[src/design/assert_macros.svh]
// Assertion macros shared by the decoder RTL files.
// Included by modules that carry concurrent checks; no other dependencies.
`ifndef ASSERT_MACROS_SVH
`define ASSERT_MACROS_SVH

// Clocked check, masked while reset is asserted.
`define U8D_ASSERT(lbl, clk, rst_n, prop, msg) \
    lbl: assert property (@(posedge clk) disable iff (!rst_n) (prop)) else $error(msg);

// Clocked check that also holds during reset.
`define U8D_ASSERT_ALWAYS(lbl, clk, prop, msg) \
    lbl: assert property (@(posedge clk) (prop)) else $error(msg);

`endif

[src/design/u8d_pkg.sv]
// Shared types and constants of the UTF-8 to code point decoder.
// No dependencies; imported by every other design file but assert_macros.svh.
`timescale 1ns / 1ps
`default_nettype none

package u8d_pkg;

    localparam int BYTE_W        = 8;
    localparam int CP_W          = 21;
    localparam int MAX_SEQ_BYTES = 4;
    localparam int WIN_AW        = $clog2(MAX_SEQ_BYTES);
    localparam int CNT_W         = WIN_AW + 1;
    localparam int QDEPTH        = 4;
    localparam int QAW           = $clog2(QDEPTH);
    localparam int QCW           = QAW + 1;

    localparam logic [CP_W-1:0] REPLACEMENT = CP_W'(21'h00FFFD);

    // Sequence length announced by a byte when it leads the window
    typedef enum logic [1:0] {
        LEN1 = 2'd0,
        LEN2 = 2'd1,
        LEN3 = 2'd2,
        LEN4 = 2'd3
    } t_len;

    // One queued byte with its lead class
    typedef struct packed {
        logic [BYTE_W-1:0] data;
        t_len              len;
    } t_tok;

endpackage

`default_nettype wire

[src/design/u8d_byte_if.sv]
// Byte input channel: valid/ready handshake carrying one raw byte.
// Depends on u8d_pkg.
`timescale 1ns / 1ps
`default_nettype none

interface u8d_byte_if import u8d_pkg::*; ();
    logic              valid;
    logic              ready;
    logic [BYTE_W-1:0] data_byte;

    modport source (output valid, output data_byte, input ready);
    modport sink   (input valid, input data_byte, output ready);
endinterface

`default_nettype wire

[src/design/u8d_rune_if.sv]
// Code point output channel: valid/ready handshake carrying one rune.
// Depends on u8d_pkg.
`timescale 1ns / 1ps
`default_nettype none

interface u8d_rune_if import u8d_pkg::*; ();
    logic            valid;
    logic            ready;
    logic [CP_W-1:0] code_point;
    logic            last_of_run;

    modport source (output valid, output code_point, output last_of_run, input ready);
    modport sink   (input valid, input code_point, input last_of_run, output ready);
endinterface

`default_nettype wire

[src/design/u8d_fifo.sv]
// Short token queue between the decoder front end and back end.
// Depends on u8d_pkg and assert_macros.svh.
`timescale 1ns / 1ps
`default_nettype none

`include "assert_macros.svh"

module u8d_fifo import u8d_pkg::*; (
    input  wire logic i_clk,
    input  wire logic i_rst_n,
    input  wire logic i_push,
    input  wire t_tok i_tok,
    output logic      o_full,
    input  wire logic i_pop,
    output logic      o_valid,
    output t_tok      o_tok
);

    t_tok           r_mem [QDEPTH];
    logic [QAW-1:0] r_wr_ptr, n_wr_ptr;
    logic [QAW-1:0] r_rd_ptr, n_rd_ptr;
    logic [QCW-1:0] r_count,  n_count;

    assign o_full  = (r_count == QCW'(QDEPTH));
    assign o_valid = (r_count != '0);
    assign o_tok   = r_mem[r_rd_ptr];

    // pointer and fill-level update
    always_comb begin
        n_wr_ptr = r_wr_ptr;
        n_rd_ptr = r_rd_ptr;
        n_count  = r_count;
        if (i_push) begin
            n_wr_ptr = (r_wr_ptr == QAW'(QDEPTH - 1)) ? '0 : r_wr_ptr + QAW'(1);
        end
        if (i_pop) begin
            n_rd_ptr = (r_rd_ptr == QAW'(QDEPTH - 1)) ? '0 : r_rd_ptr + QAW'(1);
        end
        if (i_push && !i_pop) begin
            n_count = r_count + QCW'(1);
        end else if (!i_push && i_pop) begin
            n_count = r_count - QCW'(1);
        end
    end

    always_ff @(posedge i_clk) begin
        if (!i_rst_n) begin
            r_wr_ptr <= '0;
            r_rd_ptr <= '0;
            r_count  <= '0;
        end else begin
            r_wr_ptr <= n_wr_ptr;
            r_rd_ptr <= n_rd_ptr;
            r_count  <= n_count;
        end
    end

    // storage, no reset needed
    always_ff @(posedge i_clk) begin
        if (i_push) begin
            r_mem[r_wr_ptr] <= i_tok;
        end
    end

    `U8D_ASSERT(a_fifo_level, i_clk, i_rst_n, r_count <= QCW'(QDEPTH), "fifo overfilled")

endmodule

`default_nettype wire

[src/design/u8d_front.sv]
// Front end: accepts raw bytes, tags each with its lead-length class, queues it.
// Depends on u8d_pkg, u8d_byte_if and u8d_fifo.
`timescale 1ns / 1ps
`default_nettype none

module u8d_front import u8d_pkg::*; (
    input  wire logic  i_clk,
    input  wire logic  i_rst_n,
    u8d_byte_if.sink   i_byte,
    input  wire logic  i_pop,
    output logic       o_valid,
    output t_tok       o_tok
);

    logic q_full;
    logic push;
    t_tok tok;

    assign i_byte.ready = !q_full;
    assign push         = i_byte.valid && !q_full;

    // classify by lead byte range
    always_comb begin
        tok.data = i_byte.data_byte;
        if (i_byte.data_byte < 8'hC0) begin
            tok.len = LEN1;
        end else if (i_byte.data_byte < 8'hE0) begin
            tok.len = LEN2;
        end else if (i_byte.data_byte < 8'hF0) begin
            tok.len = LEN3;
        end else begin
            tok.len = LEN4;
        end
    end

    u8d_fifo u_fifo (
        .i_clk   (i_clk),
        .i_rst_n (i_rst_n),
        .i_push  (push),
        .i_tok   (tok),
        .o_full  (q_full),
        .i_pop   (i_pop),
        .o_valid (o_valid),
        .o_tok   (o_tok)
    );

endmodule

`default_nettype wire

[src/design/u8d_back.sv]
// Back end: byte window, one decode step per cycle while the output is not stalled, result holding and output register.
// Depends on u8d_pkg, u8d_rune_if and assert_macros.svh.
`timescale 1ns / 1ps
`default_nettype none

`include "assert_macros.svh"

module u8d_back import u8d_pkg::*; (
    input  wire logic  i_clk,
    input  wire logic  i_rst_n,
    input  wire logic  i_valid,
    input  wire t_tok  i_tok,
    output logic       o_pop,
    u8d_rune_if.source o_rune
);

    typedef struct packed {
        logic            ok;
        logic [CP_W-1:0] cp;
    } t_dec;

    // decode a full window of the given length
    function automatic t_dec dec_win(input t_tok w0, input t_tok w1,
                                     input t_tok w2, input t_tok w3);
        t_dec             d;
        logic [CP_W-1:0]  v;
        logic             c1, c2, c3;
        c1   = (w1.data[7:6] == 2'b10);
        c2   = (w2.data[7:6] == 2'b10);
        c3   = (w3.data[7:6] == 2'b10);
        d.ok = 1'b0;
        d.cp = '0;
        case (w0.len)
            LEN1: begin
                d.ok = !w0.data[7];
                d.cp = CP_W'(w0.data);
            end
            LEN2: begin
                v    = CP_W'({w0.data[4:0], w1.data[5:0]});
                d.ok = c1 && (v > CP_W'(21'h7F));
                d.cp = v;
            end
            LEN3: begin
                v    = CP_W'({w0.data[3:0], w1.data[5:0], w2.data[5:0]});
                d.ok = c1 && c2 && (v > CP_W'(21'h7FF));
                d.cp = v;
            end
            LEN4: begin
                v    = {w0.data[2:0], w1.data[5:0], w2.data[5:0], w3.data[5:0]};
                d.ok = c1 && c2 && c3 && !w0.data[3]
                       && (v > CP_W'(21'hFFFF)) && (v <= CP_W'(21'h10FFFF));
                d.cp = v;
            end
            default: begin
                d.ok = 1'b0;
            end
        endcase
        return d;
    endfunction

    t_tok             r_win [MAX_SEQ_BYTES];
    t_tok             n_win [MAX_SEQ_BYTES];
    logic [CNT_W-1:0] r_cnt,  n_cnt;
    logic             r_busy, n_busy;
    logic             r_hold_vld, n_hold_vld;
    logic [CP_W-1:0]  r_hold_cp,  n_hold_cp;
    logic             r_out_vld,  n_out_vld;
    logic [CP_W-1:0]  r_out_cp,   n_out_cp;
    logic             r_out_last, n_out_last;

    t_dec             dec;
    logic [CNT_W-1:0] need;
    logic [CNT_W-1:0] used;
    logic [CP_W-1:0]  res_cp;
    logic             run_end;
    logic             emit_new;
    logic             out_free;

    assign o_rune.valid       = r_out_vld;
    assign o_rune.code_point  = r_out_cp;
    assign o_rune.last_of_run = r_out_last;

    // current decode step on the window head
    assign dec      = dec_win(r_win[0], r_win[1], r_win[2], r_win[3]);
    assign need     = CNT_W'(r_win[0].len) + CNT_W'(1);
    assign run_end  = (r_cnt < need);
    assign used     = dec.ok ? need : CNT_W'(1);
    assign res_cp   = dec.ok ? dec.cp : REPLACEMENT;
    assign emit_new = !run_end && (res_cp != '0);
    assign out_free = !r_out_vld || o_rune.ready;
    assign o_pop    = !r_busy && i_valid;

    // window, holding slot and output register control
    always_comb begin
        logic [CNT_W-1:0] src;
        n_win      = r_win;
        n_cnt      = r_cnt;
        n_busy     = r_busy;
        n_hold_vld = r_hold_vld;
        n_hold_cp  = r_hold_cp;
        n_out_vld  = r_out_vld && !o_rune.ready;
        n_out_cp   = r_out_cp;
        n_out_last = r_out_last;
        src        = '0;
        if (!r_busy) begin
            // append the next queued byte to the window
            if (i_valid) begin
                n_win[r_cnt[WIN_AW-1:0]] = i_tok;
                n_cnt  = r_cnt + CNT_W'(1);
                n_busy = 1'b1;
            end
        end else if (run_end) begin
            // window incomplete: close the run, flag the held rune as last
            if (!r_hold_vld) begin
                n_busy = 1'b0;
            end else if (out_free) begin
                n_out_vld  = 1'b1;
                n_out_cp   = r_hold_cp;
                n_out_last = 1'b1;
                n_hold_vld = 1'b0;
                n_busy     = 1'b0;
            end
        end else if (!(emit_new && r_hold_vld && !out_free)) begin
            // one decode step: consume bytes, pass any new rune to the holding slot
            if (emit_new) begin
                if (r_hold_vld) begin
                    n_out_vld  = 1'b1;
                    n_out_cp   = r_hold_cp;
                    n_out_last = 1'b0;
                end
                n_hold_vld = 1'b1;
                n_hold_cp  = res_cp;
            end
            for (int i = 0; i < MAX_SEQ_BYTES; i++) begin
                src = CNT_W'(i) + used;
                if (src < CNT_W'(MAX_SEQ_BYTES)) begin
                    n_win[i] = r_win[src[WIN_AW-1:0]];
                end
            end
            n_cnt = r_cnt - used;
        end
    end

    always_ff @(posedge i_clk) begin
        if (!i_rst_n) begin
            r_cnt      <= '0;
            r_busy     <= 1'b0;
            r_hold_vld <= 1'b0;
            r_out_vld  <= 1'b0;
        end else begin
            r_cnt      <= n_cnt;
            r_busy     <= n_busy;
            r_hold_vld <= n_hold_vld;
            r_out_vld  <= n_out_vld;
        end
    end

    // payload registers
    always_ff @(posedge i_clk) begin
        r_win      <= n_win;
        r_hold_cp  <= n_hold_cp;
        r_out_cp   <= n_out_cp;
        r_out_last <= n_out_last;
    end

    `U8D_ASSERT(a_idle_cnt, i_clk, i_rst_n, !r_busy |-> r_cnt < CNT_W'(MAX_SEQ_BYTES), "idle window too full")
    `U8D_ASSERT(a_idle_hold, i_clk, i_rst_n, !r_busy |-> !r_hold_vld, "rune held outside a run")
    `U8D_ASSERT(a_run_start, i_clk, i_rst_n, $rose(r_busy) |-> r_cnt != '0, "run started on empty window")

endmodule

`default_nettype wire

[src/design/utf8_stream_to_rune_decoder.sv]
// Top level of the UTF-8 byte stream to code point decoder.
// Depends on u8d_pkg, u8d_byte_if, u8d_rune_if, u8d_front and u8d_back.
//
//  channel   dir   payload                       width
//  i_byte    in    data_byte                     8
//  o_rune    out   code_point, last_of_run       21, 1
//
// In the back end a byte is appended to the window (load), then decode steps consume
// complete sequences from the window head, an invalid head being dropped byte by byte,
// and the run is closed once the window is incomplete; the next byte is taken only then.
// Reset is synchronous and clears the queue, window count and valid flags; no sweep.
// A four-entry queue keeps taking bytes until it is full while the output register waits on o_rune.ready.
// NUL and incomplete windows produce no rune; last_of_run marks a byte's final rune.
`timescale 1ns / 1ps
`default_nettype none

module utf8_stream_to_rune_decoder import u8d_pkg::*; (
    input  wire logic  i_clk,
    input  wire logic  i_rst_n,
    u8d_byte_if.sink   i_byte,
    u8d_rune_if.source o_rune
);

    logic q_valid;
    logic q_pop;
    t_tok q_tok;

    u8d_front u_front (
        .i_clk   (i_clk),
        .i_rst_n (i_rst_n),
        .i_byte  (i_byte),
        .i_pop   (q_pop),
        .o_valid (q_valid),
        .o_tok   (q_tok)
    );

    u8d_back u_back (
        .i_clk   (i_clk),
        .i_rst_n (i_rst_n),
        .i_valid (q_valid),
        .i_tok   (q_tok),
        .o_pop   (q_pop),
        .o_rune  (o_rune)
    );

endmodule

`default_nettype wire
[src/flat_wrapper.sv]
// flat-port wrapper written by rule: the top's interface ports become plain ports
module utf8_stream_to_rune_decoder_flat import u8d_pkg::*;
  (i_clk, i_rst_n, i_byte_valid, i_byte_data_byte, i_byte_ready, o_rune_valid, o_rune_code_point, o_rune_last_of_run, o_rune_ready);
  u8d_byte_if i_byte_i ();
  u8d_rune_if o_rune_i ();
  input  wire logic i_clk;
  input  wire logic i_rst_n;
  input wire logic [$bits(i_byte_i.valid)-1:0] i_byte_valid;
  input wire logic [$bits(i_byte_i.data_byte)-1:0] i_byte_data_byte;
  output wire logic [$bits(i_byte_i.ready)-1:0] i_byte_ready;
  output wire logic [$bits(o_rune_i.valid)-1:0] o_rune_valid;
  output wire logic [$bits(o_rune_i.code_point)-1:0] o_rune_code_point;
  output wire logic [$bits(o_rune_i.last_of_run)-1:0] o_rune_last_of_run;
  input wire logic [$bits(o_rune_i.ready)-1:0] o_rune_ready;
  assign i_byte_i.valid = i_byte_valid;
  assign i_byte_i.data_byte = i_byte_data_byte;
  assign i_byte_ready = i_byte_i.ready;
  assign o_rune_valid = o_rune_i.valid;
  assign o_rune_code_point = o_rune_i.code_point;
  assign o_rune_last_of_run = o_rune_i.last_of_run;
  assign o_rune_i.ready = o_rune_ready;
  utf8_stream_to_rune_decoder u_core (.i_clk(i_clk), .i_rst_n(i_rst_n), .i_byte(i_byte_i), .o_rune(o_rune_i));
endmodule
[config.mk]
export PLATFORM = sky130hd
export DESIGN_NAME = utf8_stream_to_rune_decoder_flat
export DESIGN_NICKNAME = d
export VERILOG_FILES = /design/src/design/u8d_pkg.sv /design/src/design/u8d_byte_if.sv /design/src/design/u8d_rune_if.sv /design/src/design/u8d_fifo.sv /design/src/design/u8d_front.sv /design/src/design/u8d_back.sv /design/src/design/utf8_stream_to_rune_decoder.sv /design/src/flat_wrapper.sv
export VERILOG_INCLUDE_DIRS = /design/src /design/src/design
export SDC_FILE = /design/constraint.sdc
export NUM_CORES = 1
export LEC_CHECK = 0
export ABC_AREA = 1
export BUFFER_PORTS_ARGS = -buffer_cell sky130_fd_sc_hd__buf_2
export CORE_MARGIN = 3
export CORE_UTILIZATION = 64
export CTS_BUF_LIST = sky130_fd_sc_hd__clkbuf_4
export DETAILED_ROUTE_END_ITERATION = 7
export GPL_TIMING_DRIVEN = 0
export PLACE_DENSITY = 0.83
export SYNTH_ARGS = -nofsm -noshare
export SYNTH_HDL_FRONTEND = slang
export SYNTH_SLANG_ARGS = --single-unit
[constraint.sdc]
create_clock -name i_clk -period 3.58 [get_ports i_clk]
set_input_delay 0.179 -clock i_clk [delete_from_list [all_inputs] [get_ports i_clk]]
set_output_delay 0.179 -clock i_clk [all_outputs]
set_load 0.02 [all_outputs]
==> key figures <==
Run status
  • Status: complete, no violations

Synthesis
  • Post-synth EDFFs: 123
  • Top FF cell, synth: edfxtp_1
  • Avg Cell Area, Syn: 9.245 µm²
  • Mapped Cells: 758
  • Syn Std Cell Area: 7008 µm²
  • Asr flop ratio synth: 0%
  • Syn nets: 787
  • Seq/Total Area, Yosys: 56.99%
  • Yosys warnings: 0
  • Post-synthesis cell type count: 43
  • Register bit count reported by yosys: 138

Drt
  • Post-route ant nets: 0
  • Drt via density: 6.041
  • DRT Pass-1 Iters: 6
  • DRC viols: 0
  • Final WL: 17.35 mm
  • DR iter-0 viols: 744
  • WL per Instance: 17.82 µm
  • Via count: 5884

Setup path
  • Nature of the critical path endpoint: register
  • Crit path DAT: 3.75 ns
  • Critical path's largest stage delay: 0.52 ns
  • CP delay by family, top: simple AND/OR/NAND/NOR gates
  • CP max stage cell: edfxtp_1
  • CP bufs+invs: 5
  • Worst-path fanout max: 10
  • CP Cell Sequence: ha_1, buf_6, inv_4, nor2_2, nand2_1, nor2_1, nand3_1, nand3_2, nand2_4, nor2_8, buf_4, ha_1, inv_1, clkbuf_2, nand2_1, nand3_1, nand2_1
  • Worst endpoint required time: 3.89 ns
  • CP most frequent cell: nand2_1
  • CP Launch Type: register
  • Crit Path Class: register to register

Global routing
  • Largest net degree at the start of global routing: 22
  • Initial antenna violation count: 1
  • Global-route wire length before repair: 28.07 mm
  • Vias in the first global route: 6049
  • Total grt overflow: 0
  • GRT Util Overall: 29.11%

Finish
  • Finished Layout Cells: 974
  • Util after Layout: 74.47%
  • Area occupied by multi-input gates: 2576 µm²
  • Syn-to-layout area delta: 11.68%
  • Final Cell Area: 7826 µm²
  • Nets: 854
  • FF/Latch Area: 3994 µm²
  • Fraction of layout cells with a size suffix above 1: 12.78%
  • Fillers: 697

STA
  • Fin crit share: 96.07%
  • Worst Tran Pin Value: 0.9823 ns
  • Max Slew Vio Count: 0
  • Tmin final: 3.439 ns
  • Final clock skew: 0.02247 ns
  • Worst setup margin: 0.1405 ns
  • Unrepaired setup endpoints after global routing: false
  • Relative slew slack: 34.27%
  • Final setup viols: 0
  • Setup TNS: 0 ns
  • Max Freq: 290.7 MHz
  • Final Hold Violating Endpoints: 0

Power
  • P_leak: 3.154 nW
  • IR drop worst, VDD: 0.5508 mV
  • PwrDens: 1001 nW/µm²

Die
  • Die area: 12240 µm²
  • Die Y: 110.6 µm
  • Starting Density: 66.69%
  • Ports: 36
  • Cell Rows: 37
  • Die W: 110.6 µm
  • Core area: 10510 µm²

Clocking
  • CTS max path bufs: 2
  • Clk root buf: clkbuf_4
  • # clock sinks: 138
  • CTS tree: built
  • Num CTS Buffers: 17
  • Clk pin slew, worst setup/hold paths: 0.12 ns
  • Htree depth: 4
  • Worst-Skew Late Latency: 0.56 ns

Placement
  • Placement Setup Slack: -0.1739 ns
  • GP Congestion: 0.9044
  • Port buffer count: 35
  • Placed insts: 930
  • Hpwl dp: 12.01 mm
  • DP Area: 7371 µm²

Job
  • Max cap viols: 0

Worst hold path
  • Hold Path Class: input pin to register
==> placed cells by master (no fill, tap or decap), types with 2 or more instances in the layout <==
master         instances
buf_2                 40
nor2_4                 2
nor2_1                53
and3_1                 2
o22ai_1               10
fa_1                   2
nand2_1              258
clkinvlp_4             2
edfxtp_1             123
inv_4                  2
dfxtp_1               15
inv_1                 61
bufinv_16              4
ha_1                  15
nor2_2                 4
inv_2                  4
clkinv_1               4
clkinv_4               3
or2_2                  3
mux2i_1                3
buf_4                  5
a21oi_1               14
a211oi_1               2
buf_1                  2
inv_6                  3
nand3_2                2
buf_6                  8
o211ai_1              19
o21ai_1               20
o21ai_0               44
nand3_1               42
clkbuf_1              11
o2bb2ai_1              4
nand2_2                2
o221ai_1               2
nand4_1                5
clkbuf_4              17
dlygate4sd3_1         10
nand2_4                2
==> layer usage <==
metal / vias to the layer above / share of wire [%] / GRT usage [%]
met5: - / 0 / 0
met4: 0 / 4.9 / 19.54
met3: 91 / 8.8 / 7.397
met2: 387 / 51 / 50.12
met1: 2707 / 35 / 31.43
li1: 2699 / - / -
==> power by group <==
part / leakage, nW / switching (mW) / internal (mW) / total, mW
Sequential: 1.26 / 0.275 / 2.46 / 2.74
Clock: 0.164 / 0.605 / 0.555 / 1.16
Combinational: 1.73 / 2.73 / 1.21 / 3.94
Total: 3.15 / 3.61 / 4.23 / 7.84
==> logic make-up after synthesis <==
logic type	Yosys count	synth area share, %
multiplexers	3	0.4285
flip-flops	138	56.99
AO/OA/AOI/OAI	119	9.927
XOR/XNOR	2	0.4463
buffers and inverters	99	6.463
AND/OR/NAND/NOR	380	22.50
adder cells (fa/ha/maj)	17	3.249
==> state kept, by name (all words and copies together), names as in the netlist, named ones only <==
name / cells
u_core.u_back.r_win: 40
u_core.u_front.u_fifo.r_mem: 40
u_core.u_back.o_rune.code_point: 21
u_core.u_back.r_hold_cp: 21
u_core.u_back.r_cnt: 3
u_core.u_front.u_fifo.r_count: 3
u_core.u_front.u_fifo.r_rd_ptr: 2
u_core.u_front.u_fifo.r_wr_ptr: 2
u_core.u_back.o_rune.last_of_run: 1
u_core.u_back.o_rune.valid: 1
u_core.u_back.r_busy: 1
u_core.u_back.r_hold_vld: 1
==> worst paths after layout <==
check,from,slack (ns),depth (start not counted),to
worst max register to register,u_core.u_back.r_win[31],0.14,17,u_core.u_back.r_win[23]
worst min-delay path,i_byte_valid,0.08,3,u_core.u_front.u_fifo.r_wr_ptr[1]
worst min register to register,u_core.u_back.r_hold_cp[16],0.43,0,u_core.u_back.o_rune.code_point[16]
worst max-delay path,u_core.u_back.r_win[31],0.14,17,u_core.u_back.r_win[23]
==> area by class of cell <==
type	count	share of cell area [%]
Sequential cell	138	51.03
Multi-Input combinational cell	521	32.92
Timing Repair Buffer	48	3.901
Inverter	69	3.373
Clock inverter	14	2.494
Buffer	30	2.446
Tap cell	136	2.174
Clock buffer	17	1.631
Antenna cell	1	0.03197
==> cells in the mapped netlist, types with 2 or more instances <==
| library cell | count | area, µm² |
|---|---|---|
| inv_2 | 3 | 11.26 |
| a211oi_1 | 2 | 15.01 |
| or2_2 | 3 | 18.77 |
| nor3_1 | 2 | 10.01 |
| inv_4 | 2 | 12.51 |
| nand2_1 | 258 | 968.4 |
| o221ai_1 | 2 | 17.52 |
| nand3_2 | 2 | 20.02 |
| buf_2 | 4 | 20.02 |
| nor2_1 | 55 | 206.5 |
| o211ai_1 | 19 | 142.6 |
| mux2i_1 | 3 | 30.03 |
| buf_1 | 2 | 7.510 |
| o22ai_1 | 10 | 62.56 |
| edfxtp_1 | 123 | 3694 |
| o2bb2ai_1 | 4 | 35.03 |
| clkbuf_1 | 13 | 48.80 |
| inv_1 | 62 | 232.7 |
| buf_6 | 8 | 90.09 |
| nor2_2 | 3 | 18.77 |
| dfxtp_1 | 15 | 300.3 |
| ha_1 | 15 | 187.7 |
| o21ai_0 | 44 | 220.2 |
| clkinv_1 | 2 | 7.510 |
| nand4_1 | 5 | 31.28 |
| fa_1 | 2 | 40.04 |
| nand3_1 | 42 | 210.2 |
| and3_1 | 2 | 12.51 |
| buf_4 | 3 | 22.52 |
| o21ai_1 | 20 | 100.1 |
| a21oi_1 | 14 | 70.07 |
| nand2_4 | 2 | 22.52 |
| nand2_2 | 2 | 12.51 |
==> metrics by stage <==
step           total power, mW  hold slack (ns)
2_1_floorplan            5.426           0.2779
3_3_place_gp             6.299           0.3887
3_5_place_dp             6.512           0.3945
4_1_cts                  7.673          0.07043
5_1_grt                  8.347          0.08694
6_report                 7.835          0.07890
==> worst reg2reg max path: stages (launching register included) <==
cell	delay [ns]
edfxtp_1	0.52
ha_1	0.23
buf_6	0.16
inv_4	0.06
nor2_2	0.07
nand2_1	0.05
nor2_1	0.11
nand3_1	0.10
nand3_2	0.15
nand2_4	0.15
nor2_8	0.22
buf_4	0.23
ha_1	0.34
inv_1	0.20
clkbuf_2	0.28
nand2_1	0.12
nand3_1	0.12
nand2_1	0.09
==> what timing repair did <==
item / CTS / global route
hold buffers: 10 / 0
hold endpoints to repair: 43 / 0
buffers inserted: 0 / 2
gates resized for setup: 3 / 3
endpoints found under the setup margin: 15 / 44
Note: power is estimated with default switching activity, not from simulation.
